$ cat config.mk
export PLATFORM = sky130hd
export DESIGN_NAME = pll_fraction_solver_unit
export DESIGN_NICKNAME = d
export VERILOG_FILES = /design/src/design/pfs_pkg.sv /design/src/design/pll_fraction_solver_unit.sv
export VERILOG_INCLUDE_DIRS = /design/src /design/src/design
export SDC_FILE = /design/constraint.sdc
export NUM_CORES = 1
export LEC_CHECK = 0
export ABC_AREA = 0
export ABC_CLOCK_PERIOD_IN_PS = 20100
export BUFFER_PORTS_ARGS = -buffer_cell sky130_fd_sc_hd__buf_2
export CAP_MARGIN = 0
export CORE_MARGIN = 5
export CORE_UTILIZATION = 45
export CTS_CLUSTER_DIAMETER = 40
export CTS_CLUSTER_SIZE = 8
export DETAILED_ROUTE_END_ITERATION = 8
export GPL_ROUTABILITY_DRIVEN = 1
export PLACE_DENSITY = 0.62
export SETUP_SLACK_MARGIN = 0.3
export SYNTH_ARGS = -nofsm -noshare
export SYNTH_HDL_FRONTEND = slang
export SYNTH_SLANG_ARGS = --single-unit
$ cat constraint.sdc
create_clock -name aclk -period 20.1 [get_ports aclk]
set_clock_uncertainty 0.2 [all_clocks]
set_input_delay 4.02 -clock aclk [delete_from_list [all_inputs] [get_ports aclk]]
set_output_delay 4.02 -clock aclk [all_outputs]
set_load 0.05 [all_outputs]
$ cat src/design/pll_fraction_solver_unit_defines.svh
// assertion macros for the pll fraction solver
`ifndef PLL_FRACTION_SOLVER_UNIT_DEFINES_SVH
`define PLL_FRACTION_SOLVER_UNIT_DEFINES_SVH

`ifndef SYNTHESIS
// same-cycle implication, disabled in reset
`define PFS_ASSERT_SAME(label, clk, rst_n, ante, cons) \
    label: assert property (@(posedge clk) disable iff (!rst_n) (ante) |-> (cons)) \
        else $error("pfs assertion failed");
// next-cycle implication, disabled in reset
`define PFS_ASSERT_NEXT(label, clk, rst_n, ante, cons) \
    label: assert property (@(posedge clk) disable iff (!rst_n) (ante) |=> (cons)) \
        else $error("pfs assertion failed");
`else
`define PFS_ASSERT_SAME(label, clk, rst_n, ante, cons)
`define PFS_ASSERT_NEXT(label, clk, rst_n, ante, cons)
`endif

`endif

$ cat src/design/pfs_pkg.sv
// types and constants of the pll fraction solver
package pfs_pkg;

    // field widths
    localparam int REF_W  = 20;
    localparam int PIX_W  = 20;
    localparam int VCO_W  = 28;
    localparam int PROD_W = 24;
    localparam int FRAC_W = 18;
    localparam int DIV_W  = PROD_W + FRAC_W;
    localparam int CNT_W  = 6;

    // accepted request ranges
    localparam logic [REF_W-1:0] REF_MIN_KHZ = 20'd5000;
    localparam logic [REF_W-1:0] REF_MAX_KHZ = 20'd750000;
    localparam logic [PIX_W-1:0] PIX_MIN_KHZ = 20'd782;
    localparam logic [PIX_W-1:0] PIX_MAX_KHZ = 20'd700000;

    // comparison limits; high limit of ref/n is tested as ref >= 50001*n
    localparam logic [VCO_W-1:0] CMP_LOW_K    = 28'd5000;
    localparam logic [VCO_W-1:0] CMP_HIGH_K1  = 28'd50001;
    localparam logic [VCO_W-1:0] VCO_LOW_K    = 28'd200000;
    localparam logic [VCO_W-1:0] VCO_HIGH_K   = 28'd700000;

    // divider limits
    localparam logic [3:0] N_START  = 4'd4;
    localparam logic [3:0] N_MIN    = 4'd1;
    localparam logic [3:0] N_MAX    = 4'd15;
    localparam logic [3:0] OD_START = 4'd2;
    localparam logic [3:0] OD_MAX   = 4'd8;

    localparam logic [REF_W-1:0] REF_RESET = 20'd33333;

    // sequencer states
    typedef enum logic [8:0] {
        ST_IDLE = 9'b000000001,
        ST_NDEC = 9'b000000010,
        ST_NINC = 9'b000000100,
        ST_ODUP = 9'b000001000,
        ST_ODDN = 9'b000010000,
        ST_MUL  = 9'b000100000,
        ST_DIV  = 9'b001000000,
        ST_PACK = 9'b010000000,
        ST_HOLD = 9'b100000000
    } pfs_state_t;

endpackage

$ cat src/design/pll_fraction_solver_unit.sv
// pll fraction solver: divider search and restoring division under one sequencer
//
//  channel  | direction | contents
//  ---------+-----------+------------------------------------------------------
//  s_axis   | in        | tdata[19:0] pixel_khz
//  m_axis   | out       | tdata: pll_word, input_div, mult_int, mult_frac, out_div_log
//           |           | tuser: range_error
//  cfg      | in        | cfg_wdata[19:0] ref_clock_khz, written when cfg_wen
//
// a solvable request keeps s_axis_tready low through both divider searches, each
// step a down/up pair of states and each search closed by a pass that does not
// move, then the multiply, the one-bit restoring divider over all 42 quotient
// bits, pack and hold. an out-of-range request goes straight to pack and hold.
// aresetn clears the sequencer and output valid and sets ref_clock_khz to 33333.
// s_axis_tready is high only while the sequencer is idle; a result waiting in
// the output register stalls the next transaction once that one reaches hold.
`include "pll_fraction_solver_unit_defines.svh"

module pll_fraction_solver_unit
    import pfs_pkg::*;
(
    input  logic        aclk,
    input  logic        aresetn,
    // configuration write
    input  logic        cfg_wen,
    input  logic [19:0] cfg_wdata,     // [19:0] ref_clock_khz
    // request stream
    input  logic        s_axis_tvalid,
    output logic        s_axis_tready,
    input  logic [23:0] s_axis_tdata,  // [19:0] pixel_khz
    // result stream
    output logic        m_axis_tvalid,
    input  logic        m_axis_tready,
    output logic [71:0] m_axis_tdata,  // [31:0] pll_word, [35:32] input_div,
                                       // [43:36] mult_int, [61:44] mult_frac,
                                       // [65:62] out_div_log
    output logic        m_axis_tuser   // [0] range_error
);

    pfs_state_t              state_reg, state_next;
    logic [REF_W-1:0]        ref_reg;
    logic [3:0]              n_reg, n_next;
    logic [3:0]              od_reg, od_next;
    logic [VCO_W-1:0]        vco_reg, vco_next;
    logic                    moved_reg, moved_next;
    logic                    err_reg, err_next;
    logic [DIV_W-1:0]        q_reg, q_next;
    logic [REF_W-1:0]        rem_reg, rem_next;
    logic [CNT_W-1:0]        cnt_reg, cnt_next;
    logic                    m_valid_reg, m_valid_next;
    logic [71:0]             m_data_reg, m_data_next;
    logic                    m_user_reg, m_user_next;

    logic [PIX_W-1:0]        pix_in;
    logic                    in_bad;
    logic [VCO_W-1:0]        cmp_a, cmp_b;
    logic                    cmp_lt;
    logic [PROD_W-1:0]       prod;
    logic [REF_W:0]          trial;
    logic                    trial_ge;
    logic [31:0]             word;
    logic                    out_free;

    assign pix_in = s_axis_tdata[PIX_W-1:0];
    assign in_bad = (ref_reg < REF_MIN_KHZ) || (ref_reg > REF_MAX_KHZ) ||
                    (pix_in < PIX_MIN_KHZ) || (pix_in > PIX_MAX_KHZ);

    // shared less-than comparator for both divider searches
    always_comb begin
        cmp_a = '0;
        cmp_b = '0;
        case (state_reg)
            ST_NDEC: begin
                cmp_a = {{(VCO_W-REF_W){1'b0}}, ref_reg};
                cmp_b = VCO_W'({{(VCO_W-4){1'b0}}, n_reg} * CMP_LOW_K);
            end
            ST_NINC: begin
                cmp_a = {{(VCO_W-REF_W){1'b0}}, ref_reg};
                cmp_b = VCO_W'({{(VCO_W-4){1'b0}}, n_reg} * CMP_HIGH_K1);
            end
            ST_ODUP: begin
                cmp_a = vco_reg;
                cmp_b = VCO_LOW_K;
            end
            ST_ODDN: begin
                cmp_a = VCO_HIGH_K;
                cmp_b = vco_reg;
            end
            default: begin
                cmp_a = '0;
                cmp_b = '0;
            end
        endcase
    end
    assign cmp_lt = cmp_a < cmp_b;

    // vco times n, fits 24 bits once the search is done
    assign prod = PROD_W'(vco_reg[PIX_W-1:0] * {{(PIX_W-4){1'b0}}, n_reg});

    // one restoring division step
    assign trial    = {rem_reg, q_reg[DIV_W-1]};
    assign trial_ge = trial >= {1'b0, ref_reg};

    // packed word, summed and wrapped as the fields overlap
    assign word = {q_reg[FRAC_W-1:0], 14'b0}
                + {16'b0, od_reg, 12'b0}
                + {20'b0, n_reg, 8'b0}
                + {8'b0, q_reg[DIV_W-1:FRAC_W]};

    assign out_free = !m_valid_reg || m_axis_tready;

    // sequencer
    always_comb begin
        state_next   = state_reg;
        n_next       = n_reg;
        od_next      = od_reg;
        vco_next     = vco_reg;
        moved_next   = moved_reg;
        err_next     = err_reg;
        q_next       = q_reg;
        rem_next     = rem_reg;
        cnt_next     = cnt_reg;
        m_valid_next = m_valid_reg && !m_axis_tready;
        m_data_next  = m_data_reg;
        m_user_next  = m_user_reg;
        case (state_reg)
            ST_IDLE: begin
                if (s_axis_tvalid) begin
                    n_next     = N_START;
                    od_next    = OD_START;
                    vco_next   = {{(VCO_W-PIX_W-2){1'b0}}, pix_in, 2'b0};
                    err_next   = in_bad;
                    state_next = in_bad ? ST_PACK : ST_NDEC;
                end
            end
            ST_NDEC: begin
                moved_next = cmp_lt && (n_reg > N_MIN);
                if (moved_next) begin
                    n_next = n_reg - 4'd1;
                end
                state_next = ST_NINC;
            end
            ST_NINC: begin
                if (!cmp_lt && (n_reg < N_MAX)) begin
                    n_next     = n_reg + 4'd1;
                    state_next = ST_NDEC;
                end else begin
                    state_next = moved_reg ? ST_NDEC : ST_ODUP;
                end
            end
            ST_ODUP: begin
                moved_next = cmp_lt && (od_reg < OD_MAX);
                if (moved_next) begin
                    od_next  = od_reg + 4'd1;
                    vco_next = {vco_reg[VCO_W-2:0], 1'b0};
                end
                state_next = ST_ODDN;
            end
            ST_ODDN: begin
                if (cmp_lt && (od_reg > 4'd0)) begin
                    od_next    = od_reg - 4'd1;
                    vco_next   = {1'b0, vco_reg[VCO_W-1:1]};
                    state_next = ST_ODUP;
                end else begin
                    state_next = moved_reg ? ST_ODUP : ST_MUL;
                end
            end
            ST_MUL: begin
                q_next     = {prod, {FRAC_W{1'b0}}};
                rem_next   = '0;
                cnt_next   = CNT_W'(DIV_W - 1);
                state_next = ST_DIV;
            end
            ST_DIV: begin
                if (trial_ge) begin
                    rem_next = REF_W'(trial - {1'b0, ref_reg});
                end else begin
                    rem_next = trial[REF_W-1:0];
                end
                q_next = {q_reg[DIV_W-2:0], trial_ge};
                if (cnt_reg == '0) begin
                    state_next = ST_PACK;
                end else begin
                    cnt_next = cnt_reg - CNT_W'(1);
                end
            end
            ST_PACK: begin
                state_next = ST_HOLD;
            end
            ST_HOLD: begin
                if (out_free) begin
                    m_valid_next = 1'b1;
                    m_user_next  = err_reg;
                    if (err_reg) begin
                        m_data_next = '0;
                    end else begin
                        m_data_next = {6'b0, od_reg, q_reg[FRAC_W-1:0],
                                       q_reg[FRAC_W+7:FRAC_W], n_reg, word};
                    end
                    state_next = ST_IDLE;
                end
            end
            default: begin
                state_next = ST_IDLE;
            end
        endcase
    end

    // control registers
    always_ff @(posedge aclk) begin
        if (!aresetn) begin
            state_reg   <= ST_IDLE;
            m_valid_reg <= 1'b0;
            ref_reg     <= REF_RESET;
        end else begin
            state_reg   <= state_next;
            m_valid_reg <= m_valid_next;
            if (cfg_wen) begin
                ref_reg <= cfg_wdata;
            end
        end
    end

    // datapath registers
    always_ff @(posedge aclk) begin
        n_reg      <= n_next;
        od_reg     <= od_next;
        vco_reg    <= vco_next;
        moved_reg  <= moved_next;
        err_reg    <= err_next;
        q_reg      <= q_next;
        rem_reg    <= rem_next;
        cnt_reg    <= cnt_next;
        m_data_reg <= m_data_next;
        m_user_reg <= m_user_next;
    end

    assign s_axis_tready = (state_reg == ST_IDLE);
    assign m_axis_tvalid = m_valid_reg;
    assign m_axis_tdata  = m_data_reg;
    assign m_axis_tuser  = m_user_reg;

    // a range error carries an all-zero payload
    `PFS_ASSERT_SAME(a_err_zero, aclk, aresetn,
        m_axis_tvalid && m_axis_tuser, m_axis_tdata == 72'd0)
    // a solved result has n in 1..15 and od at most 8
    `PFS_ASSERT_SAME(a_res_range, aclk, aresetn,
        m_axis_tvalid && !m_axis_tuser,
        (m_axis_tdata[35:32] != 4'd0) && (m_axis_tdata[65:62] <= OD_MAX))
    // the output divider search ends inside the vco window, with n nonzero
    `PFS_ASSERT_SAME(a_vco_win, aclk, aresetn,
        state_reg == ST_MUL,
        (vco_reg >= VCO_LOW_K) && (vco_reg <= VCO_HIGH_K) && (n_reg != 4'd0))
    // an accepted transaction leaves idle
    `PFS_ASSERT_NEXT(a_accept_busy, aclk, aresetn,
        s_axis_tvalid && s_axis_tready, !s_axis_tready)

endmodule

* Yosys cells after proc, flatten, opt, wreduce, memory -nomap -nowiden
Index checks and enable logic that the tools add are counted.
Widths: inputs -> output; s select.
** Word-level totals
- Bits of input ports :: 49
- Flip-flop bits (word level) :: 209
- Output and inout bits :: 75
- Logic and storage cells :: 108
** Cells by class
- Order comparisons :: 10
- Multiply operators :: 3
- Multiplexer cells :: 31
- Eq/ne operators :: 17
- Add/subtract/negate cells :: 9
- Reduce and logical (&&, ||, !) cells :: 24
** Operators with widths (number)
- $pmux 28 s3 :: 2
- $pmux 28 s4 :: 1
- $mux 28 :: 3
- $pmux 42 s2 :: 1
- $pmux 9 s9 :: 1
- $gt 20x20->1 const B :: 2
- $pmux 20 s2 :: 1
- $add 32x12->32 :: 1
- $add 32x16->32 :: 1
- $add 32x24->32 :: 1
- $mux 4 :: 8
- $lt 28x28->1 :: 1
- $mux 9 :: 3
- $mul 20x4->24 :: 1
- $pmux 4 s3 :: 2
- $ge 21x20->1 :: 1
- $lt 20x10->1 const B :: 1
- $lt 20x13->1 const B :: 1
- $mul 4x16->20 const B :: 1
- $mux 20 :: 1
- $sub 20x20->20 :: 1
- $mux 6 :: 3
- $ne 2x2->1 const B :: 8
- $mul 4x10->14 const B :: 1
- other kinds (28) :: 47

* Logic depth before layout (Yosys ltp)
Gate-level depths: netlist of the first run.
- Word-level depth :: 8
- Mapped depth :: 23
- Depth with buffers taken out :: 22

* Least setup slack after synthesis of the first run
OpenSTA, ideal clock, no wires.
- Path type :: input -> register
- From :: input port m_axis_tready
- To :: register m_data_reg[10], in the netlist m_axis_tdata[10], enable pin
- Stages on the path :: 2
- Arrival time :: 6.803 ns
- Library setup time :: 0.483 ns
- Path buffers :: 0
- Required time :: 19.417 ns
- Slack :: 12.614 ns
- Cell sequence :: nand2b_1 nor2b_1
** On the way
- Longest elaborated chain between the ends :: 2
** RTL lines
- start, declared :: line pll_fraction_solver_unit.sv:33 : input logic m_axis_tready,
- $logic_or 1x1->1 :: line pll_fraction_solver_unit.sv:110 : assign out_free = !m_valid_reg || m_axis_tready;
- $reduce_and 2->1 (no line)
- end signal, assigned :: line pll_fraction_solver_unit.sv:234 : m_data_reg <= m_data_next;
- end, declared :: line pll_fraction_solver_unit.sv:51 : logic [71:0] m_data_reg, m_data_next;
No other way between the ends.
A chain may end at the register's enable or synchronous reset.

* Worst setup path after layout of the first run
- From :: register state_reg[6]
- To :: output port s_axis_tready
** On the way
- Longest elaborated chain between the ends :: 1
** RTL lines
- start, declared :: line pll_fraction_solver_unit.sv:40 : pfs_state_t state_reg, state_next;
- start signal, assigned :: line pll_fraction_solver_unit.sv:216 : state_reg <= state_next;
- $eq 9x1->1 :: line pll_fraction_solver_unit.sv:238 : assign s_axis_tready = (state_reg == ST_IDLE);
- end, declared :: line pll_fraction_solver_unit.sv:29 : output logic s_axis_tready,
No other way between the ends.

==> results.txt, run 1 <==
----------------------------------------------------
[GRT]
  First-pass GRT wire length ... ~58000 um
  Via count of the first global-routing pass ... 11500
  Antenna violations before repair ... 0
  Gr ovfl total ... 0
  Pin count of the biggest net entering global routing ... 60
  All-layer global routing usage ... 0.199

[Clock network]
  H-tree lvl count ... 4
  Buffer type at the clock tree root ... sky130_fd_sc_hd__clkbuf_16
  Worst skew pair latency ... 0.46 ns
  Resized cells post-CTS ... 0
  Sinks on the clock net ... 195
  Buffers inserted by post-CTS timing repair ... 0
  Maximum count of clock buffers along a single path ... 2
  CTS Hold Buffers Added ... 0
  Total clock buffers created by CTS ... 17
  Clock slew seen by the registers of the worst setup and hold paths ... 0.09 ns
  CTS tree ... yes

[Die]
  # IOs ... ~120
  Rows ... 66
  Starting density of the core ... 0.457
  Height of the die ... 192 um
  Die Outline Area ... roughly 37000 um2
  Die span in x ... 192 um
  Floorplan Core Area ... 32500 um2

[Layout]
  Area of all sequential standard cells ... roughly 5600 um2
  Number of flip-flops under the largest register name ... 58
  Non-Filler Cell Area, Final ... 16400 um2
  Final net count ... 1833
  Multi-input gate area in the final layout ... ~8600 um2
  Commonest non-fill, non-tap cells in the layout ... sky130_fd_sc_hd__nand2_1 (187), sky130_fd_sc_hd__edfxtp_1 (165), sky130_fd_sc_hd__ha_1 (142)
  Layout-stage area growth over the synthesis result ... 10.4%
  Diode count ... 0
  Filler cell count ... 3172
  Leading cell type in the layout, fill and taps excluded ... sky130_fd_sc_hd__nand2_1
  Fraction of layout cells with a size suffix above 1 ... 0.116

[Synth]
  Ys Warns ... 0
  Number of synthesized flops with an enable pin ... 165
  Most area-consuming cells after synthesis ... sky130_fd_sc_hd__edfxtp_1 (33%), sky130_fd_sc_hd__ha_1 (12%), sky130_fd_sc_hd__fa_1 (5.9%)
  Number of synthesized register bits ... between 150 and 200
  Most common flop cell mapped by yosys ... sky130_fd_sc_hd__edfxtp_1
  Area share of the largest cell type after synthesis ... 0.333
  Synthesized area per cell ... a little under 10 um2
  Post-synthesis cell count ... 1534
  Post-synthesis sequential area ratio ... 0.374
  Post-synth cell types ... between 70 and 80
  Synthesized cell area ... 14900 um2
  Most area-hungry cell type in the Yosys netlist ... sky130_fd_sc_hd__edfxtp_1
  FFs w/ async S/R, synth ... 0

[Worst setup path]
  Largest delay contributor family on the critical path ... simple AND/OR/NAND/NOR gates
  Worst Setup Start Kind ... register
  Most common cell on crit path ... sky130_fd_sc_hd__nor3_1
  Stage delay of the slowest cell on the critical path ... 0.56 ns
  List of cells traversed by the critical path ... nor3_1 > nand2_1 > nor3_1 > buf_2
  Crit path capture type ... output pin
  Largest fanout on the critical path ... 5
  Critical setup path kind ... reg2out
  Data arrival time of the worst path ... 2.31 ns
  CP max-delay cell ... sky130_fd_sc_hd__nor3_1
  Required arrival time at the worst endpoint ... 15.88 ns
  Reg2Reg Launch Point ... n_reg[1]$_DFFE_PP_
  Timing startpoint of the critical path ... state_reg[6]$_SDFFE_PN0P_
  Count of buffering cells on the critical path with inverters included ... 1

[Timing]
  FMAX ... 153 MHz
  Final period utilization ... 0.325
  Setup-failing EPs final ... 0
  Transition time at the pin with the least slew margin ... 1.08 ns
  Final critical path time including I/O delays and setup ... 6.53 ns
  RSZ-0062 raised after global routing ... no
  Final hold vios ... 0
  Crit path setup slack, layout ... 13.57 ns
  Setup TNS ... 0 ns
  Final-report max-slew violation count ... 0
  Worst max-slew margin expressed relative to the limit ... 0.277

[Drt]
  Average wire per cell in the routed design ... 17.4 um
  First-iteration detailed-routing DRC count ... 616
  Count of unresolved DRC violations after routing ... 0
  Post-detailed-route count of antenna-violating nets ... 0
  Total number of vias ... 11500
  Vias per std cell ... about 5.6
  TritonRoute pass-1 iters ... 5
  DRT Wirelength ... about 36000 um

[Pwr]
  Leakage ... roughly 7 nW
  Maximum ir drop on the vdd rail ... 64.6 uV
  Total power per unit cell area ... about 110 nW/um2

[Placement]
  Dpl hpwl ... between 20000 and 30000 um
  Post-placement setup slack ... between 10 and 15 ns
  Number of buffers added on ports ... around 110
  Area after detailed placement ... around 16000 um2
  Final weighted congestion in routability-driven placement ... 0.857

[Status]
  Result of the run ... finished clean

[Min path]
  Type of the tightest min-delay check ... reg2reg
  Worst hold path startpoint ... q_reg[20]$_DFFE_PP_

[Job]
  Max_cap viols ... 0

----------------------------------------------------
[routing by layer]
layer,GRT usage,routed length (um)
met1,0.255,15700
met2,0.336,16900
met4,0.0762,1150
met5,0,0
met3,0.0327,1930
[area by class of cell]
cell class                 instances  area share
tap                              442      0.0337
clock buffer                      17      0.0259
clock inverter                    15      0.0136
inverter                          83      0.0190
timing repair buffer             131      0.0427
multi-input combinational       1170       0.526
sequential                       195       0.339
[per-stage QoR]
| stage | total power, mW | utilization | hold WS, ns | instances |
|---|---|---|---|---|
| finish | 1.85 | 0.504 | 0.347 | 2053 |
| global route | 2.00 | 0.504 | 0.386 | 2053 |
| CTS | 1.86 | 0.504 | 0.350 | 2053 |
| detailed placement | 1.48 | 0.484 | 0.324 | 2021 |
| global placement | 1.46 | 0.484 | 0.317 | 2021 |
| floorplan | 1.27 | - | 0.288 | 1539 |
[report_power, final]
part	switching [mW]	total (mW)	internal, mW
Combinational	0.542	0.934	0.392
Sequential	0.0424	0.545	0.503
Clock	0.182	0.366	0.184
Total	0.766	1.85	1.08
[Yosys cell counts (38+ instances only)]
| master | instances |
|---|---|
| sky130_fd_sc_hd__fa_1 | 44 |
| sky130_fd_sc_hd__and2_1 | 43 |
| sky130_fd_sc_hd__nor2_1 | 105 |
| sky130_fd_sc_hd__a21oi_1 | 80 |
| sky130_fd_sc_hd__ha_1 | 142 |
| sky130_fd_sc_hd__edfxtp_1 | 165 |
| sky130_fd_sc_hd__xnor2_1 | 38 |
| sky130_fd_sc_hd__nand2_1 | 188 |
| sky130_fd_sc_hd__inv_1 | 83 |
| sky130_fd_sc_hd__clkbuf_1 | 68 |
| sky130_fd_sc_hd__nor2b_1 | 65 |
[path summary, 6_finish.rpt]
kind                         end  slack [ns]  cells past startpoint
max reg2reg   n_reg[1]$_DFFE_PP_       13.65                     23
min          q_reg[21]$_DFFE_PP_        0.35                      2
min reg2reg  q_reg[21]$_DFFE_PP_        0.35                      2
max                s_axis_tready       13.57                      4
[worst register-to-register path: stages, from the launching register on]
cell	delay (ns)
sky130_fd_sc_hd__edfxtp_1	0.51
sky130_fd_sc_hd__buf_4	0.40
sky130_fd_sc_hd__inv_1	0.23
sky130_fd_sc_hd__ha_1	0.42
sky130_fd_sc_hd__ha_1	0.31
sky130_fd_sc_hd__ha_1	0.15
sky130_fd_sc_hd__inv_1	0.06
sky130_fd_sc_hd__fa_1	0.41
sky130_fd_sc_hd__nor2b_1	0.12
sky130_fd_sc_hd__o21ai_0	0.09
sky130_fd_sc_hd__nand2b_1	0.13
sky130_fd_sc_hd__a21oi_1	0.08
sky130_fd_sc_hd__nor2_1	0.11
sky130_fd_sc_hd__xnor2_1	0.17
sky130_fd_sc_hd__a222oi_1	0.11
sky130_fd_sc_hd__ha_1	0.33
sky130_fd_sc_hd__nand2_1	0.07
sky130_fd_sc_hd__nor3_1	0.36
sky130_fd_sc_hd__nand3_1	0.16
sky130_fd_sc_hd__a311oi_1	0.44
sky130_fd_sc_hd__a211oi_2	0.17
sky130_fd_sc_hd__a2111oi_4	0.52
sky130_fd_sc_hd__nor3_1	0.12
sky130_fd_sc_hd__a211oi_2	0.45
[cell families (layout without fill, tap and decap cells)]
group	count (synthesis)	count (layout)	synth area share
simple gates	550	550	0.181
compound gates	327	327	0.155
flops	195	195	0.374
fa+ha+maj	186	186	0.179
buf+inv	174	246	0.0478
xor+xnor	64	64	0.0377
mux	37	37	0.0254
other cells	1	6	0.000252
Note: power is estimated with default switching activity, not from simulation.
==> run 2, diff against run 1 <==
- ABC_CLOCK_PERIOD_IN_PS: 20100 -> 6100
- clock period: 20.1 -> 6.1 ns (I/O delays scaled with it)
==> results.txt, run 2 (same netlist as run 1, synthesis figures left out) <==
----------------------------------------------------
[Worst setup path]
  Reg2Reg Launch Point ... n_reg[1]$_DFFE_PP_ (unchanged)
  Worst Setup Start Kind ... register (unchanged)
  Largest fanout on the critical path ... 8 (was 5)
  Critical setup path kind ... reg2reg (was reg2out)
  Data arrival time of the worst path ... 5.51 ns (was 2.31 ns)
  Reg2Reg Setup Slack ... 0.57 ns (was 13.65 ns)
  Required arrival time at the worst endpoint ... 6.08 ns (was 15.88 ns)
  Crit path capture type ... register (was output pin)
  Number of cells on the worst reg-to-reg path ... 23 (unchanged)
  Capture point of the worst reg-to-reg path ... od_reg[0]$_SDFFCE_PP0P_ (was n_reg[1]$_DFFE_PP_)

[GRT]
  First-pass GRT wire length ... 58300 um (was 58400 um)
  Gr ovfl total ... 0 (unchanged)
  Pin count of the biggest net entering global routing ... 56 (was 60)
  Antenna violations before repair ... 0 (unchanged)
  All-layer global routing usage ... 0.200 (was 0.199)
  Via count of the first global-routing pass ... 11400 (was 11500)

[Layout]
  Layout-stage area growth over the synthesis result ... 12.0% (was 10.4%)
  Leading cell type in the layout, fill and taps excluded ... sky130_fd_sc_hd__nand2_1 (unchanged)
  Number of flip-flops under the largest register name ... 58 (unchanged)
  Non-Filler Cell Area, Final ... 16600 um2 (was 16400 um2)
  Final cell utilization of the core ... 0.512 (was 0.504)
  Commonest non-fill, non-tap cells in the layout ... sky130_fd_sc_hd__nand2_1 (187), sky130_fd_sc_hd__edfxtp_1 (165), sky130_fd_sc_hd__ha_1 (142) (unchanged)
  Diode count ... 0 (unchanged)
  Fraction of layout cells with a size suffix above 1 ... 0.134 (was 0.116)
  Final net count ... 1860 (was 1833)

[Pwr]
  Net switching component of the power ... 2.57 mW (was 0.766 mW)
  Fraction of power consumed by the clock network ... 0.188 (was 0.198)
  Comb pwr share ... 0.520 (was 0.506)
  Cell internal pwr ... 3.60 mW (was 1.08 mW)
  Power share of the sequential group ... 0.292 (was 0.296)
  Power consumption ... 6.16 mW (was 1.85 mW)
  Leakage ... 7.14 nW (was 7.01 nW)
  Total power per unit cell area ... 370 nW/um2 (was 112 nW/um2)
  Maximum ir drop on the vdd rail ... 247 uV (was 64.6 uV)
  Share of total power consumed by net switching ... 0.416 (was 0.415)

[Placement]
  Number of buffers added on ports ... 113 (unchanged)
  Dpl hpwl ... 28000 um (was 26700 um)
  Post-placement setup slack ... 0.328 ns (was 13.72 ns)
  Final weighted congestion in routability-driven placement ... 0.923 (was 0.857)
  Area after detailed placement ... 15900 um2 (was 15800 um2)

[Timing]
  Transition time at the pin with the least slew margin ... 1.10 ns (was 1.08 ns)
  RSZ-0062 raised after global routing ... no (unchanged)
  Final-report max-slew violation count ... 0 (unchanged)
  Worst max-slew margin expressed relative to the limit ... 0.263 (was 0.277)
  FMAX ... between 150 and 200 MHz
  Crit path setup slack, layout ... 0.569 ns (was 13.57 ns)
  Setup-failing EPs final ... 0 (unchanged)
  Final critical path time including I/O delays and setup ... 5.53 ns
  Final period utilization ... 0.907
  Setup TNS ... 0 ns (unchanged)
  Final hold vios ... 0 (unchanged)

[Drt]
  TritonRoute pass-1 iters ... 5 (unchanged)
  Average wire per cell in the routed design ... 17.8 um (was 17.4 um)
  First-iteration detailed-routing DRC count ... 653 (was 616)
  DRT Wirelength ... 37000 um (was 35700 um)
  Post-detailed-route count of antenna-violating nets ... 0 (unchanged)
  Total number of vias ... 11600 (was 11500)
  Vias per std cell ... 5.58 (about the same)
  Count of unresolved DRC violations after routing ... 0 (unchanged)

[Clock network]
  CTS Hold Buffers Added ... 0 (unchanged)
  Sinks on the clock net ... 195 (unchanged)
  CTS tree ... yes (unchanged)
  Buffer type at the clock tree root ... sky130_fd_sc_hd__clkbuf_16 (unchanged)
  Maximum count of clock buffers along a single path ... 2 (unchanged)
  Worst skew pair latency ... 0.46 ns (about the same)
  Total clock buffers created by CTS ... 17 (unchanged)
  H-tree lvl count ... 4 (unchanged)
  Clock slew seen by the registers of the worst setup and hold paths ... 0.08 ns (was 0.09 ns)

[Die]
  Die span in x ... 192 um (unchanged)
  Rows ... 66 (unchanged)
  Die Outline Area ... 36800 um2 (unchanged)
  Starting density of the core ... 0.457 (unchanged)
  # IOs ... 124 (unchanged)
  Height of the die ... 192 um (unchanged)
  Floorplan Core Area ... 32500 um2 (unchanged)

[Job]
  Max_cap viols ... 0 (unchanged)

[Min path]
  Type of the tightest min-delay check ... reg2reg (unchanged)
  Hold EP ... q_reg[21]$_DFFE_PP_ (unchanged)
  Worst hold path startpoint ... q_reg[20]$_DFFE_PP_ (unchanged)
  Hold Crit Depth ... 2 (unchanged)

[Status]
  Result of the run ... finished clean (unchanged)

----------------------------------------------------
==> run 2: cell count changes in the layout (fill, tap and decap cells not counted), sizes merged <==
| cell | delta |
|---|---|
| clkinvlp | +1 |
| clkbuf | +1 |
| bufinv | -1 |
| inv | +1 |
| buf | +26 |
| clkinv | -1 |
==> run 2: cell type report <==
class / count / area [um2]
clock inverter: 15 / 184
timing repair buffer: 158 / 945
multi-input combinational: 1170 / 8670
sequential: 195 / 5560
tap: 442 / 553
clock buffer: 17 / 425
inverter: 83 / 312
fill: 3116 / 15900
==> run 2: critical path, stage by stage, from the launching register on <==
cell	delay (ns)
sky130_fd_sc_hd__edfxtp_1	0.48
sky130_fd_sc_hd__ha_1	0.27
sky130_fd_sc_hd__xor2_1	0.17
sky130_fd_sc_hd__ha_1	0.18
sky130_fd_sc_hd__a21o_1	0.16
sky130_fd_sc_hd__ha_1	0.31
sky130_fd_sc_hd__a21o_1	0.20
sky130_fd_sc_hd__a21oi_2	0.16
sky130_fd_sc_hd__o21bai_1	0.10
sky130_fd_sc_hd__a21oi_2	0.19
sky130_fd_sc_hd__buf_4	0.14
sky130_fd_sc_hd__nor2_1	0.04
sky130_fd_sc_hd__xor2_1	0.13
sky130_fd_sc_hd__a222oi_1	0.35
sky130_fd_sc_hd__ha_1	0.30
sky130_fd_sc_hd__a211oi_1	0.20
sky130_fd_sc_hd__o21ai_1	0.13
sky130_fd_sc_hd__a211oi_2	0.24
sky130_fd_sc_hd__o21bai_1	0.12
sky130_fd_sc_hd__a211oi_2	0.33
sky130_fd_sc_hd__o31ai_1	0.14
sky130_fd_sc_hd__buf_4	0.18
sky130_fd_sc_hd__o21bai_4	0.27
sky130_fd_sc_hd__clkbuf_16	0.23
==> run 2: how the worst max path moves through the flow <==
stage	start	end	slack [ns]	cells past startpoint
detailed placement	n_reg[1]$_DFFE_PP_	n_reg[0]$_DFFE_PP_	0.33	20
CTS	n_reg[1]$_DFFE_PP_	n_reg[2]$_DFFE_PP_	0.32	20
finish	n_reg[1]$_DFFE_PP_	od_reg[0]$_SDFFCE_PP0P_	0.57	23
global placement	n_reg[1]$_DFFE_PP_	n_reg[0]$_DFFE_PP_	0.39	20
floorplan	n_reg[2]$_DFFE_PP_	od_reg[0]$_SDFFCE_PP0P_	0.31	22
global route	n_reg[1]$_DFFE_PP_	od_reg[0]$_SDFFCE_PP0P_	0.30	24
==> run 2: power by group through the flow <==
stage / logic [mW] / registers, mW / clock network (mW)
finish: 3.20 / 1.80 / 1.16
CTS: 3.13 / 1.79 / 1.19
global route: 3.61 / 1.81 / 1.25
floorplan: 2.43 / 1.74 / 0
detailed placement: 3.11 / 1.82 / 0
global placement: 3.07 / 1.82 / 0
==> run 2: what timing repair did <==
| action | in CTS | in global routing |
|---|---|---|
| setup endpoints to repair | 0 | 36 |
| resized for setup | 0 | 9 |
| setup buffers | 0 | 7 |
==> run 2: metal layers <==
metal | vias to the layer above | wire [um] | GRT usage
met4 | 0 | 804 | 0.0597
met2 | 276 | 17600 | 0.341
met3 | 52 | 1760 | 0.0347
met1 | 5605 | 16900 | 0.260
li1 | 5683 | - | -
met5 | - | 0 | 0
==> run 2: stage by stage <==
step	cells	hold WS [ns]
floorplan	1539	0.288
global placement	2039	0.318
detailed placement	2039	0.319
CTS	2071	0.340
global route	2080	0.353
finish	2080	0.336
==> run 3, diff against run 2 <==
- CORE_UTILIZATION: 45 -> 55
- PLACE_DENSITY: 0.62 -> 0.73
==> results.txt, run 3 (same netlist as run 1, synthesis figures left out) <==
----------------------------------------------------
[GRT]
  Via count of the first global-routing pass ... 11500 (was 11400)
  Pin count of the biggest net entering global routing ... 60 (was 56)
  All-layer global routing usage ... 0.232 (was 0.200)
  First-pass GRT wire length ... 58000 um (was 58300 um)
  Gr ovfl total ... 0 (unchanged)
  Antenna violations before repair ... 0 (unchanged)

[Drt]
  First-iteration detailed-routing DRC count ... 783 (was 653)
  DRT Wirelength ... 35300 um (was 37000 um)
  Average wire per cell in the routed design ... 17.9 um (was 17.8 um)
  Total number of vias ... 11600 (about the same)
  TritonRoute pass-1 iters ... 5 (unchanged)
  Post-detailed-route count of antenna-violating nets ... 0 (unchanged)
  Vias per std cell ... 5.88 (was 5.58)
  Count of unresolved DRC violations after routing ... 0 (unchanged)

[Pwr]
  Fraction of power consumed by the clock network ... 0.197 (was 0.188)
  Net switching component of the power ... 2.54 mW (was 2.57 mW)
  Maximum ir drop on the vdd rail ... 230 uV (was 247 uV)
  Share of total power consumed by net switching ... 0.416 (about the same)
  Cell internal pwr ... 3.58 mW (was 3.60 mW)
  Comb pwr share ... 0.511 (was 0.520)
  Power share of the sequential group ... 0.292 (about the same)
  Leakage ... 7.08 nW (was 7.14 nW)
  Total power per unit cell area ... 373 nW/um2 (was 370 nW/um2)

[Placement]
  Dpl hpwl ... 26700 um (was 28000 um)
  Number of buffers added on ports ... 113 (unchanged)
  Area after detailed placement ... 15700 um2 (was 15900 um2)
  Final weighted congestion in routability-driven placement ... 0.938 (was 0.923)

[Die]
  Starting density of the core ... 0.554 (was 0.457)
  Floorplan Core Area ... 26800 um2 (was 32500 um2)
  Die Outline Area ... 30400 um2 (was 36800 um2)
  # IOs ... 124 (unchanged)
  Die span in x ... 174 um (was 192 um)
  Height of the die ... 174 um (was 192 um)
  Rows ... 60 (was 66)

[Worst setup path]
  Largest delay contributor family on the critical path ... compound AO/OA/AOI/OAI gates (unchanged)
  Reg2Reg Launch Point ... n_reg[3]$_DFFE_PP_ (was n_reg[1]$_DFFE_PP_)
  Data arrival time of the worst path ... 5.44 ns (was 5.51 ns)
  Stage delay of the slowest cell on the critical path ... 0.47 ns (was 0.48 ns)
  List of cells traversed by the critical path ... ha_1 > xor2_1 > ha_1 > a21o_1 > ha_1 > a31oi_1 > o21bai_1 > a21oi_1 > nor2b_1 > o2111a_1 > o21ai_1 > xnor2_1 > a22oi_1 > ha_1 > nand2_1 > nor3_2 > nand3_1 > a311oi_2 > a211oi_2 > buf_4 > a2111oi_4 > nor3_1 > a211oi_2 > buf_4 (was ha_1 > xor2_1 > ha_1 > a21o_1 > ha_1 > a21o_1 > a21oi_2 > o21bai_1 > a21oi_2 > buf_4 > nor2_1 > xor2_1 > a222oi_1 > ha_1 > a211oi_1 > o21ai_1 > a211oi_2 > o21bai_1 > a211oi_2 > o31ai_1 > buf_4 > o21bai_4 > clkbuf_16)
  Crit path capture type ... register (unchanged)
  Count of buffering cells on the critical path with inverters included ... 2 (was 3)
  Worst Setup Start Kind ... register (unchanged)
  Largest fanout on the critical path ... 4 (was 8)
  Required arrival time at the worst endpoint ... 6.07 ns (was 6.08 ns)
  Number of cells on the worst reg-to-reg path ... 24 (was 23)
  Critical setup path kind ... reg2reg (unchanged)
  CP max-delay cell ... sky130_fd_sc_hd__edfxtp_1 (unchanged)
  Reg2Reg Setup Slack ... 0.63 ns (was 0.57 ns)
  Capture point of the worst reg-to-reg path ... n_reg[3]$_DFFE_PP_ (was od_reg[0]$_SDFFCE_PP0P_)
  Most common cell on crit path ... sky130_fd_sc_hd__ha_1 (unchanged)

[Layout]
  Multi-input gate area in the final layout ... 8660 um2 (was 8670 um2)
  Commonest non-fill, non-tap cells in the layout ... sky130_fd_sc_hd__nand2_1 (187), sky130_fd_sc_hd__edfxtp_1 (165), sky130_fd_sc_hd__ha_1 (142) (unchanged)
  Final net count ... 1848 (was 1860)
  Number of flip-flops under the largest register name ... 58 (unchanged)
  Leading cell type in the layout, fill and taps excluded ... sky130_fd_sc_hd__nand2_1 (unchanged)
  Non-Filler Cell Area, Final ... 16400 um2 (was 16600 um2)
  Fraction of layout cells with a size suffix above 1 ... 0.127 (was 0.134)
  Filler cell count ... 2325 (was 3116)
  Area of all sequential standard cells ... 5560 um2 (unchanged)
  Final cell utilization of the core ... 0.612 (was 0.512)
  Layout-stage area growth over the synthesis result ... 10.4% (was 12.0%)

[Clock network]
  Sinks on the clock net ... 195 (unchanged)
  Worst skew pair latency ... 0.45 ns (was 0.46 ns)
  Maximum count of clock buffers along a single path ... 2 (unchanged)
  H-tree lvl count ... 4 (unchanged)
  Buffer type at the clock tree root ... sky130_fd_sc_hd__clkbuf_16 (unchanged)
  CTS Hold Buffers Added ... 0 (unchanged)
  Total clock buffers created by CTS ... 17 (unchanged)
  Clock slew seen by the registers of the worst setup and hold paths ... 0.09 ns (was 0.08 ns)
  CTS tree ... yes (unchanged)

[Status]
  Result of the run ... finished clean (unchanged)

[Min path]
  Type of the tightest min-delay check ... reg2reg (unchanged)
  Hold Crit Depth ... 2 (unchanged)
  Hold EP ... q_reg[20]$_DFFE_PP_ (was q_reg[21]$_DFFE_PP_)
  Worst hold path startpoint ... q_reg[19]$_DFFE_PP_ (was q_reg[20]$_DFFE_PP_)

[Timing]
  Final hold vios ... 0 (unchanged)
  Worst max-slew margin expressed relative to the limit ... 0.179 (was 0.263)
  Setup-failing EPs final ... 0 (unchanged)
  Setup TNS ... 0 ns (unchanged)
  Final-report max-slew violation count ... 0 (unchanged)
  Final critical path time including I/O delays and setup ... 5.47 ns (was 5.53 ns)
  Tightest hold margin ... 0.354 ns (was 0.336 ns)
  Final period utilization ... 0.897 (was 0.907)
  FMAX ... 183 MHz (was 181 MHz)
  Transition time at the pin with the least slew margin ... 1.23 ns (was 1.10 ns)
  RSZ-0062 raised after global routing ... no (unchanged)

[Job]
  Max_cap viols ... 0 (unchanged)

----------------------------------------------------
-- run 3: tightest hold or removal path: stages (launching register included) --
cell and delay, ns:
sky130_fd_sc_hd__edfxtp_1 0.34, sky130_fd_sc_hd__nand2_1 0.05, sky130_fd_sc_hd__nand2_1 0.06
-- run 3: what timing repair did --
action / 4_1_cts / 5_1_grt
hold endpoints to repair: 0 / 0
setup endpoints to repair: 0 / 36
gates resized for setup: 0 / 6
setup buffers: 0 / 5
-- run 3: layout make-up --
class                      count  area share
clock buffer                  17      0.0259
timing repair buffer         146      0.0498
tap                          341      0.0260
sequential                   195       0.339
inverter                      83      0.0190
clock inverter                15      0.0126
antenna                        1    0.000153
multi-input combinational   1170       0.528
-- run 3: through the flow --
step | setup WS [ns] | total power, mW | cells
2_1_floorplan | 0.306 | 4.18 | 1539
3_3_place_gp | 0.471 | 4.81 | 1930
3_5_place_dp | 0.406 | 4.87 | 1930
4_1_cts | 0.367 | 6.10 | 1962
5_1_grt | 0.304 | 6.61 | 1967
6_report | 0.628 | 6.12 | 1968
-- run 3: worst max-delay path by stage --
stage,from,to,slack [ns],cells after the start
after global routing,n_reg[1]$_DFFE_PP_,n_reg[0]$_DFFE_PP_,0.30,25
after global placement,n_reg[3]$_DFFE_PP_,n_reg[2]$_DFFE_PP_,0.47,21
after floorplan,n_reg[2]$_DFFE_PP_,od_reg[0]$_SDFFCE_PP0P_,0.31,22
after CTS,n_reg[3]$_DFFE_PP_,n_reg[3]$_DFFE_PP_,0.37,22
after detailed placement,n_reg[3]$_DFFE_PP_,n_reg[2]$_DFFE_PP_,0.41,21
final,n_reg[3]$_DFFE_PP_,n_reg[3]$_DFFE_PP_,0.63,24
-- run 3: power by group through the flow --
stage               Sequential, mW  Clock [mW]  Combinational, mW
global route                  1.80        1.28               3.54
CTS                           1.79        1.23               3.09
finish                        1.79        1.21               3.13
detailed placement            1.82           0               3.05
floorplan                     1.74           0               2.43
global placement              1.81           0               2.99
-- run 3: metal layers --
layer / track usage / vias up / wire [um]
li1: - / 5672 / -
met1: 0.305 / 5529 / 15700
met2: 0.405 / 330 / 17200
met3: 0.0281 / 46 / 1750
met4: 0.0637 / 0 / 712
met5: 0 / - / 0
